File: src/rtl/assert_macros.svh
// Assertion helpers used by the top-level RTL file.
`ifndef ASSERT_MACROS_SVH
`define ASSERT_MACROS_SVH

// Same-cycle implication, checked at every rising clock edge out of reset.
`define ASSERT_IMP(label, clk, rstn, ante, cons) \
    label: assert property (@(posedge clk) disable iff (!(rstn)) (ante) |-> (cons)) \
        else $error("same-cycle implication violated");

// Next-cycle implication, checked at every rising clock edge out of reset.
`define ASSERT_NXT(label, clk, rstn, ante, cons) \
    label: assert property (@(posedge clk) disable iff (!(rstn)) (ante) |=> (cons)) \
        else $error("next-cycle implication violated");

`endif

File: src/rtl/bmut_pkg.sv
`default_nettype none

package bmut_pkg;

    // Default sizes of the source store and the destination range.
    localparam int SRC_MAX_W_DEF = 128;
    localparam int SRC_MAX_H_DEF = 128;
    localparam int DST_MAX_DEF   = 4096;

    // Stream word layout.
    localparam int S_TDATA_W  = 56;
    localparam int M_TDATA_W  = 8;
    localparam int CFG_IDX_W  = 3;
    localparam int CFG_DATA_W = 24;

    // Number formats.
    localparam int SCALE_W  = 24;
    localparam int SAMPLE_W = 16;
    localparam int FRAC_W   = 17;
    localparam logic [FRAC_W-1:0] Q16_ONE = 17'd65536;
    localparam int POS_OFFSET = 65536;

    // Operation codes carried in tuser.
    localparam logic OP_LOAD  = 1'b0;
    localparam logic OP_PIXEL = 1'b1;

    // Configuration register indexes.
    localparam logic [CFG_IDX_W-1:0] REG_SOURCE_WIDTH  = 3'd0;
    localparam logic [CFG_IDX_W-1:0] REG_SOURCE_HEIGHT = 3'd1;
    localparam logic [CFG_IDX_W-1:0] REG_SCALE_X       = 3'd2;
    localparam logic [CFG_IDX_W-1:0] REG_SCALE_Y       = 3'd3;
    localparam logic [CFG_IDX_W-1:0] REG_THRESHOLD     = 3'd4;

    // Result codes.
    localparam logic [M_TDATA_W-1:0] MASK_ON  = 8'd255;
    localparam logic [M_TDATA_W-1:0] MASK_OFF = 8'd0;

    // Result queue.
    localparam int FIFO_DEPTH = 8;
    localparam int FIFO_AW    = 3;
    localparam int CNT_W      = 4;

endpackage

`default_nettype wire

File: src/rtl/bmut_axis.sv
`default_nettype none

module bmut_axis #(
    parameter int PW = 37,
    parameter int IW = 7
) (
    input  wire logic [PW-1:0]              prod,
    input  wire logic [IW-1:0]              last,
    output logic      [IW-1:0]              lo,
    output logic      [IW-1:0]              hi,
    output logic      [bmut_pkg::FRAC_W-1:0] frac,
    output logic      [bmut_pkg::FRAC_W-1:0] comp
);
    import bmut_pkg::*;

    localparam int IXW = PW - 17;

    logic          neg;
    logic [PW-1:0] pos;
    logic [IXW-1:0] i0;
    logic          over;
    logic          at_edge;

    // Source position in Q.17 is (2d+1)*scale - 0.5; negative means left of the source.
    assign neg     = prod < PW'(POS_OFFSET);
    assign pos     = prod - PW'(POS_OFFSET);
    assign i0      = pos[PW-1:17];
    assign over    = i0 > IXW'(last);
    assign at_edge = i0 >= IXW'(last);

    // Clamp both neighbor indexes to the source edges.
    always_comb begin
        if (neg) begin
            lo = '0;
            hi = '0;
        end else begin
            lo = over ? last : i0[IW-1:0];
            hi = at_edge ? last : i0[IW-1:0] + IW'(1);
        end
    end

    // Fraction saturates at one beyond the last sample and is truncated to Q.16.
    always_comb begin
        if (neg) begin
            frac = '0;
        end else if (over) begin
            frac = Q16_ONE;
        end else begin
            frac = {1'b0, pos[16:1]};
        end
    end

    assign comp = Q16_ONE - frac;

endmodule

`default_nettype wire

File: config.mk
export PLATFORM = sky130hd
export DESIGN_NAME = bmut_axis
export DESIGN_NICKNAME = d
export VERILOG_FILES = /design/src/rtl/assert_macros.svh /design/src/rtl/bmut_pkg.sv /design/src/rtl/bmut_axis.sv
export SDC_FILE = /design/constraint.sdc
export NUM_CORES = 1
export LEC_CHECK = 0
export BUFFER_PORTS_ARGS = -buffer_cell sky130_fd_sc_hd__buf_4
export CAP_MARGIN = 20
export CORE_MARGIN = 5
export CORE_UTILIZATION = 48
export DETAILED_ROUTE_END_ITERATION = 6
export GPL_ROUTABILITY_DRIVEN = 0
export PLACE_DENSITY_LB_ADDON = 0.08
export REMOVE_ABC_BUFFERS = 1
export SETUP_SLACK_MARGIN = 0.5
export SLEW_MARGIN = 5
export SYNTH_ARGS = -nofsm -noshare
export SYNTH_HDL_FRONTEND = slang
export SYNTH_SLANG_ARGS = --single-unit
export TNS_END_PERCENT = 10
File: constraint.sdc
create_clock -name vclk -period 3.6
set_clock_uncertainty 0.1 [all_clocks]
set_input_delay 0 -clock vclk [all_inputs]
set_output_delay 0 -clock vclk [all_outputs]
set_load 0.05 [all_outputs]
After elaboration in Yosys (flattened, before gate mapping)
Index checks and enable logic that the tools add are counted.
- add/sub/neg operators: 3
- $lt $le $gt $ge: 3
- muxes and demuxes: 6
- operator list (kind ; count):
    37-bit by 17-bit < comparator with 1-bit output, second input constant ; 1
    37-bit by 17-bit subtractor with 37-bit output, second input constant ; 1
    17-bit 2-to-1 mux ; 2
    7-bit 2-to-1 mux ; 4
    20-bit by 7-bit greater-or-equal comparator with 1-bit output ; 1
    20-bit by 7-bit > comparator with 1-bit output ; 1
    17-bit subtractor, first input constant ; 1
    7-bit by 1-bit adder with 7-bit output, second input constant ; 1
- register bits: 0
- input port bits: 44
- output and inout port bits: 48
- logic and storage cells: 12

Longest topological paths before layout
Gate-level depths: netlist of the first run.
- depth in word-level cells: 5
- gate-level depth with buffers: 20
- depth with buffers taken out: 16

Worst setup path before layout of the first run
OpenSTA, ideal clock, no wires.
- kind: input port to output port
- start point: input port prod[16]
- end point: output port comp[14] in the netlist's numbering
- arrival: 3.897 ns
- path slack: -0.397 ns
- stages: 20
- path through: buf_2 -> inv_1 -> ha_1 -> buf_2 -> nor3b_1 -> xor2_1 -> ha_1 -> nand4_1 -> nor2_1 -> a211oi_1 -> nor2_1 -> and3_4 -> buf_4 -> nand2_1 -> ha_1 -> buf_1 -> nand3_1 -> nor3_1 -> xor2_1 -> mux2i_1
- longest elaborated chain between the ends: 5
- ends and longest elaborated chain (what ; line ; source):
    from (decl) ; bmut_axis.sv:7 ; input wire logic [PW-1:0] prod,
    37-bit by 17-bit subtractor with 37-bit output ; bmut_axis.sv:26 ; assign pos = prod - PW'(POS_OFFSET);
    20-bit by 7-bit > comparator with 1-bit output ; bmut_axis.sv:28 ; assign over = i0 > IXW'(last);
    17-bit 2-to-1 mux ; bmut_axis.sv:46 ; end else if (over) begin
    17-bit 2-to-1 mux (*) ; bmut_axis.sv:44 ; if (neg) begin
    17-bit subtractor (*) ; bmut_axis.sv:53 ; assign comp = Q16_ONE - frac;
    to (decl) ; bmut_axis.sv:12 ; output logic [bmut_pkg::FRAC_W-1:0] comp
Every way passes the cells marked *; elsewhere a longest branch is shown, timed or not.

Worst setup path after layout of the first run
- start point: input port prod[21]
- end point: output port comp[16] in the netlist's numbering
The elaborated chain is that of the path after synthesis.

==> impl_metrics.toml, run 1 <==
[sta]
tightest_slew_ns = 0.7440
finalSetupViolCount = 0
min_period_ns = 3.174
fmaxAchievable_mhz = 315.1
period_share_pct = 88.16
rsz0062_at_grt = "yes"
hold_viol = 0
slew-limit-headroom_pct = 50.18
finalHoldWorstSlack_ns = 0.2067
postLayoutSetupSlackWorst_ns = 0.4261
slew_violations = 0

[outcome]
outcome = "completed"

[routing]
drc_errors = 0
first_iter_violations = 193
via_count = 2404
dr.pass1.iters = 5
wirelength_mm = 6.616
wl_per_cell_um = 16.58
viasPerCell = 6.025
ant_nets = 0

[logic_synthesis]
synth.top_cells.by_count = "nand4_1, nor2_1, a21oi_1, and2_1, inv_1"
synth_top_area_share_pct = 8.588
synth_area_um2 = 1675
postSynthCellCount = 250
synth_area_leaders = "nand4_1, ha_1, o31ai_1"
avgSynthCellArea_um2 = 6.701
synth_most_common_cell = "nand4_1"
yosysSeqAreaShare_pct = 0
synth_area_leader_cell = "nand4_1"
synth_warnings = 0
ys_types = 57

[hold_path]
hold_depth = 3
hp-class = "input port to output pin"
hp-start = "prod[16]"
whs_endpoint = "frac[15]"

[global_routing]
gr-usage-met1_pct = 31.26
grt_max_degree = 22
busiest_layer = "met2"
gr-total-overflow = 0
grt_pass1_wl_mm = 10.09
track_usage_pct = 24.00
antenna_found_initial = 0
grtUsageMet3_pct = 2.907
grt_pass1_vias = 2201
met2_usage_pct = 41.63

[die]
die_area_um2 = 4772
initial_utilization_pct = 49.81
die_y_um = 69.08
rows = 21
core-area_um2 = 3363
die_w_um = 69.08
pin_count = 92

[setup_path]
end_kind = "output pin"
worstPathRequired_ns = 3.50
cp.arrival_ns = 3.07
cp_max_fo = 6
crit_type = "input port to output pin"
startpoint_type = "input port"

[power_and_ir_drop]
cellPowerDensity_nw_per_um2 = 98.33
peakVddDrop_v = 0.00006654
p_leak_nw = 1.220

[layout]
diodes = 0
seq_cell_count = 0
ff_latch_area_um2 = 0
finish.utilization_pct = 81.47
nClkBuffers = 0
final_nets = 409
synthToLayoutAreaGrowth_pct = 63.55
final_layout_size_suffix_gt1_share_pct = 42.78

[job]
max_cap_viol_count = 0

[placed_design]
pre_cts_ws_ns = 0.07967
io_buffers = 91
dp.final_hpwl_mm = 4.573
==> cell usage in the layout (no fill, tap or decap), types with 3 or more instances in the layout <==
master / count
nand4_1: 23
buf_4: 111
a211oi_4: 3
nand2b_1: 4
xnor2_1: 10
o21ai_0: 3
and3_1: 4
ha_1: 6
buf_6: 4
xor2_1: 7
o31ai_1: 14
and2_1: 16
a21oi_1: 15
nor3_1: 8
nor4_1: 3
nor2_1: 19
ha_4: 4
inv_1: 14
a31oi_1: 4
nand2_1: 6
mux2i_1: 4
a22o_1: 4
nand3_1: 7
o211ai_1: 3
==> cell families (layout without fill, tap and decap cells) <==
logic type | count (synthesis) | in the layout | share of synthesized area (%)
xor gates and xnor gates | 19 | 19 | 9.933
muxes | 4 | 4 | 2.390
AOI/OAI and AO/OA | 70 | 70 | 31.07
and+or+nand+nor | 117 | 118 | 41.15
adders and majority gates | 10 | 10 | 7.468
buffers and inverters | 30 | 132 | 7.991
==> through the flow <==
step	area [µm²]	setup TNS (ns)	total power, W	instances
floorplan	1602	-2.342	0.0001239	236
global placement	2417	0	0.0002223	383
detailed placement	2417	0	0.0002254	383
CTS	2590	0	0.0002410	394
global route	2740	0	0.0002892	399
finish	2740	0	0.0002694	399
==> cell type report <==
type / instances / area, µm²
Inverter: 16 / 60.06
Multi-Input combinational cell: 221 / 1724
Timing Repair Buffer: 116 / 898.4
Tap cell: 46 / 57.56
Fill cell: 241 / 623.1
==> per-layer routing <==
layer / routed length [µm] / vias to the layer above
li1: - / 1169
met2: 3309 / 119
met5: 0 / -
met4: 102 / 0
met3: 504 / 11
met1: 2699 / 1105
==> report_power, final <==
part	switching (W)	internal, W
Clock	0	0
Sequential	0	0
Combinational	0.000156	0.000114
==> what timing repair did <==
action / in CTS / in global routing
hold buffers: 0 / 0
endpoints found under the setup margin: 8 / 8
setup buffers: 10 / 5
pin swaps: 14 / 14
gates cloned: 1 / 0
endpoints found under the hold margin: 0 / 0
gates resized for setup: 21 / 19
==> how the worst max path moves through the flow <==
stage,startpoint,endpoint,slack (ns),depth (start not counted)
4_1_cts,prod[21],comp[14],0.50,17
3_3_place_gp,prod[21],comp[16],0.16,17
6_report,prod[21],comp[16],0.43,17
3_5_place_dp,prod[21],comp[14],0.08,17
2_1_floorplan,prod[21],comp[14],-0.66,15
5_1_grt,prod[16],comp[14],0.31,18
==> critical path, stage by stage <==
cell and delay, ns:
buf_4 0.13, or4_4 0.55, nor3_4 0.23, xor2_2 0.12, ha_4 0.30, nand3_4 0.09
buf_6 0.13, a211oi_4 0.22, nor2_2 0.09, and3_4 0.22, nand2_4 0.08, ha_4 0.17
inv_2 0.08, and2_1 0.15, a41oi_2 0.15, o211a_1 0.19, buf_6 0.16
(Power assumes the default switching activity.)
==> run 2, diff against run 1 <==
Settings changed: CAP_MARGIN 20 to unset, CELL_PAD_IN_SITES_DETAIL_PLACEMENT set to 1, CELL_PAD_IN_SITES_GLOBAL_PLACEMENT set to 2, CORE_UTILIZATION 48 to 23.
Clock period 3.6 ns to 3.2 ns, I/O delays scaled along.
==> impl_metrics.toml, run 2 (same netlist as run 1, synthesis figures left out) <==
[power_and_ir_drop]
pwr-share-clk_pct = 0
cellPowerDensity_nw_per_um2 = 110.8
swShare_pct = 56.13
seq_power_share_pct = 0
p_sw_w = 0.0001853
peakVddDrop_v = 0.00003716
combPwrFrac_pct = 100.0
p_leak_nw = 1.333
p_int_w = 0.0001448

[hold_path]
whs_endpoint = "comp[10]"
hp-start = "prod[11]"
hp-class = "input port to output pin"
hold_depth = 3

[die]
core-area_um2 = 7176
pin_count = 92
die_area_um2 = 9091
rows = 31
die_w_um = 95.35
die_y_um = 95.35
initial_utilization_pct = 23.35

[setup_path]
cp_slowest_cell = "o41a_1"
end_kind = "output pin"
startpoint_type = "input port"
cp.arrival_ns = 2.95
path_cells = "buf_8 -> or2_1 -> o41a_1 -> nor2_2 -> inv_2 -> ha_4 -> nand3_4 -> buf_6 -> a211oi_4 -> nor2_2 -> and3_4 -> nand2_4 -> ha_4 -> nand3_4 -> buf_6 -> xnor2_2 -> mux2i_1 -> buf_4"
crit_type = "input port to output pin"
cp_max_fo = 6
worstPathRequired_ns = 3.10
cpPeakStageDelay_ns = 0.46

[global_routing]
antenna_found_initial = 0
grt_max_degree = 21
track_usage_pct = 17.41
grt_pass1_vias = 2628
gr-total-overflow = 0
grt_pass1_wl_mm = 12.90

[layout]
nClkBuffers = 0
seq_cell_count = 0
synthToLayoutAreaGrowth_pct = 77.74
final_layout_size_suffix_gt1_share_pct = 45.84
ff_latch_area_um2 = 0
layout.cells.most_common = "buf_4"
layout_common_cells = "buf_4, nand4_1, nor2_1"
finish.utilization_pct = 41.50
diodes = 0
final_nets = 429

[sta]
hold_viol = 0
min_period_ns = 3.049
slew_violations = 0
period_share_pct = 95.28
finalSetupViolCount = 0
slew-limit-headroom_pct = 55.95
rsz0062_at_grt = "yes"
tightest_slew_ns = 0.6608
fmaxAchievable_mhz = 328.0
finalSetupTns_ns = 0

[outcome]
outcome = "completed"

[routing]
drc_errors = 0
wirelength_mm = 8.066
viasPerCell = 5.233
dr.pass1.iters = 4
via_count = 2470
ant_nets = 0
wl_per_cell_um = 17.09
first_iter_violations = 90

[clock_network]
hold_buffers = 0

[placed_design]
dp.final_hpwl_mm = 6.403
io_buffers = 91

[job]
max_cap_viol_count = 0
[run 2: power groups by stage]
stage	registers (W)	clock network, W	logic [W]
final	0	0	0.000330
after global routing	0	0	0.000357
after CTS	0	0	0.000303
after detailed placement	0	0	0.000281
after global placement	0	0	0.000278
after floorplan	0	0	0.000139
[run 2: how the worst max path moves through the flow]
stage | start | end | slack, ns | cells past startpoint
after floorplan | prod[21] | comp[14] | -1.06 | 15
after global placement | prod[21] | comp[14] | -0.04 | 17
after detailed placement | prod[21] | comp[14] | -0.1 | 17
after CTS | prod[18] | comp[14] | 0.22 | 17
after global routing | prod[16] | comp[12] | -0.009 | 18
final | prod[16] | comp[12] | 0.15 | 18
[run 2: worst max-delay path: cells and delay by family]
| family | cells | cell delay [ns] |
|---|---|---|
| simple gates | 7 | 0.91 |
| mux | 1 | 0.13 |
| fa+ha+maj | 2 | 0.43 |
| compound gates | 2 | 0.68 |
| xor+xnor | 1 | 0.12 |
| buf+inv | 5 | 0.68 |
[run 2: timing repair]
action | CTS | global route
setup endpoints to repair | 37 | 47
pin swaps | 15 | 20
gates resized for setup | 21 | 22
buffers inserted | 10 | 7
cloned | 0 | 0
[run 2: final cells by class]
type	count	area, µm²
fillers	895	4198
inverters	16	60.06
multi-input cells	220	1728
well taps	99	123.9
repair buffers	137	1066
[run 2: layer usage]
metal | up-vias | part of all wire, % | routed length [µm] | global-route usage (%)
met2 | 81 | 51 | 4120 | 32.83
met5 | - | 0 | 0 | 0
met3 | 6 | 7.0 | 567 | 2.841
met1 | 1180 | 41 | 3292 | 21.25
met4 | 0 | 1.1 | 86 | 1.563
li1 | 1203 | - | - | -
[run 2: per-stage QoR]
stage / hold WS (ns) / cell area, µm² / instances / power [W] / setup slack [ns]
finish: 0.2642 / 2978 / 472 / 0.0003301 / 0.1511
global route: 0.2935 / 2978 / 472 / 0.0003570 / -0.009360
CTS: 0.2635 / 2808 / 465 / 0.0003034 / 0.2165
detailed placement: 0.2627 / 2626 / 455 / 0.0002810 / -0.09830
global placement: 0.2661 / 2626 / 455 / 0.0002775 / -0.03842
floorplan: 0.07567 / 1602 / 236 / 0.0001393 / -1.060
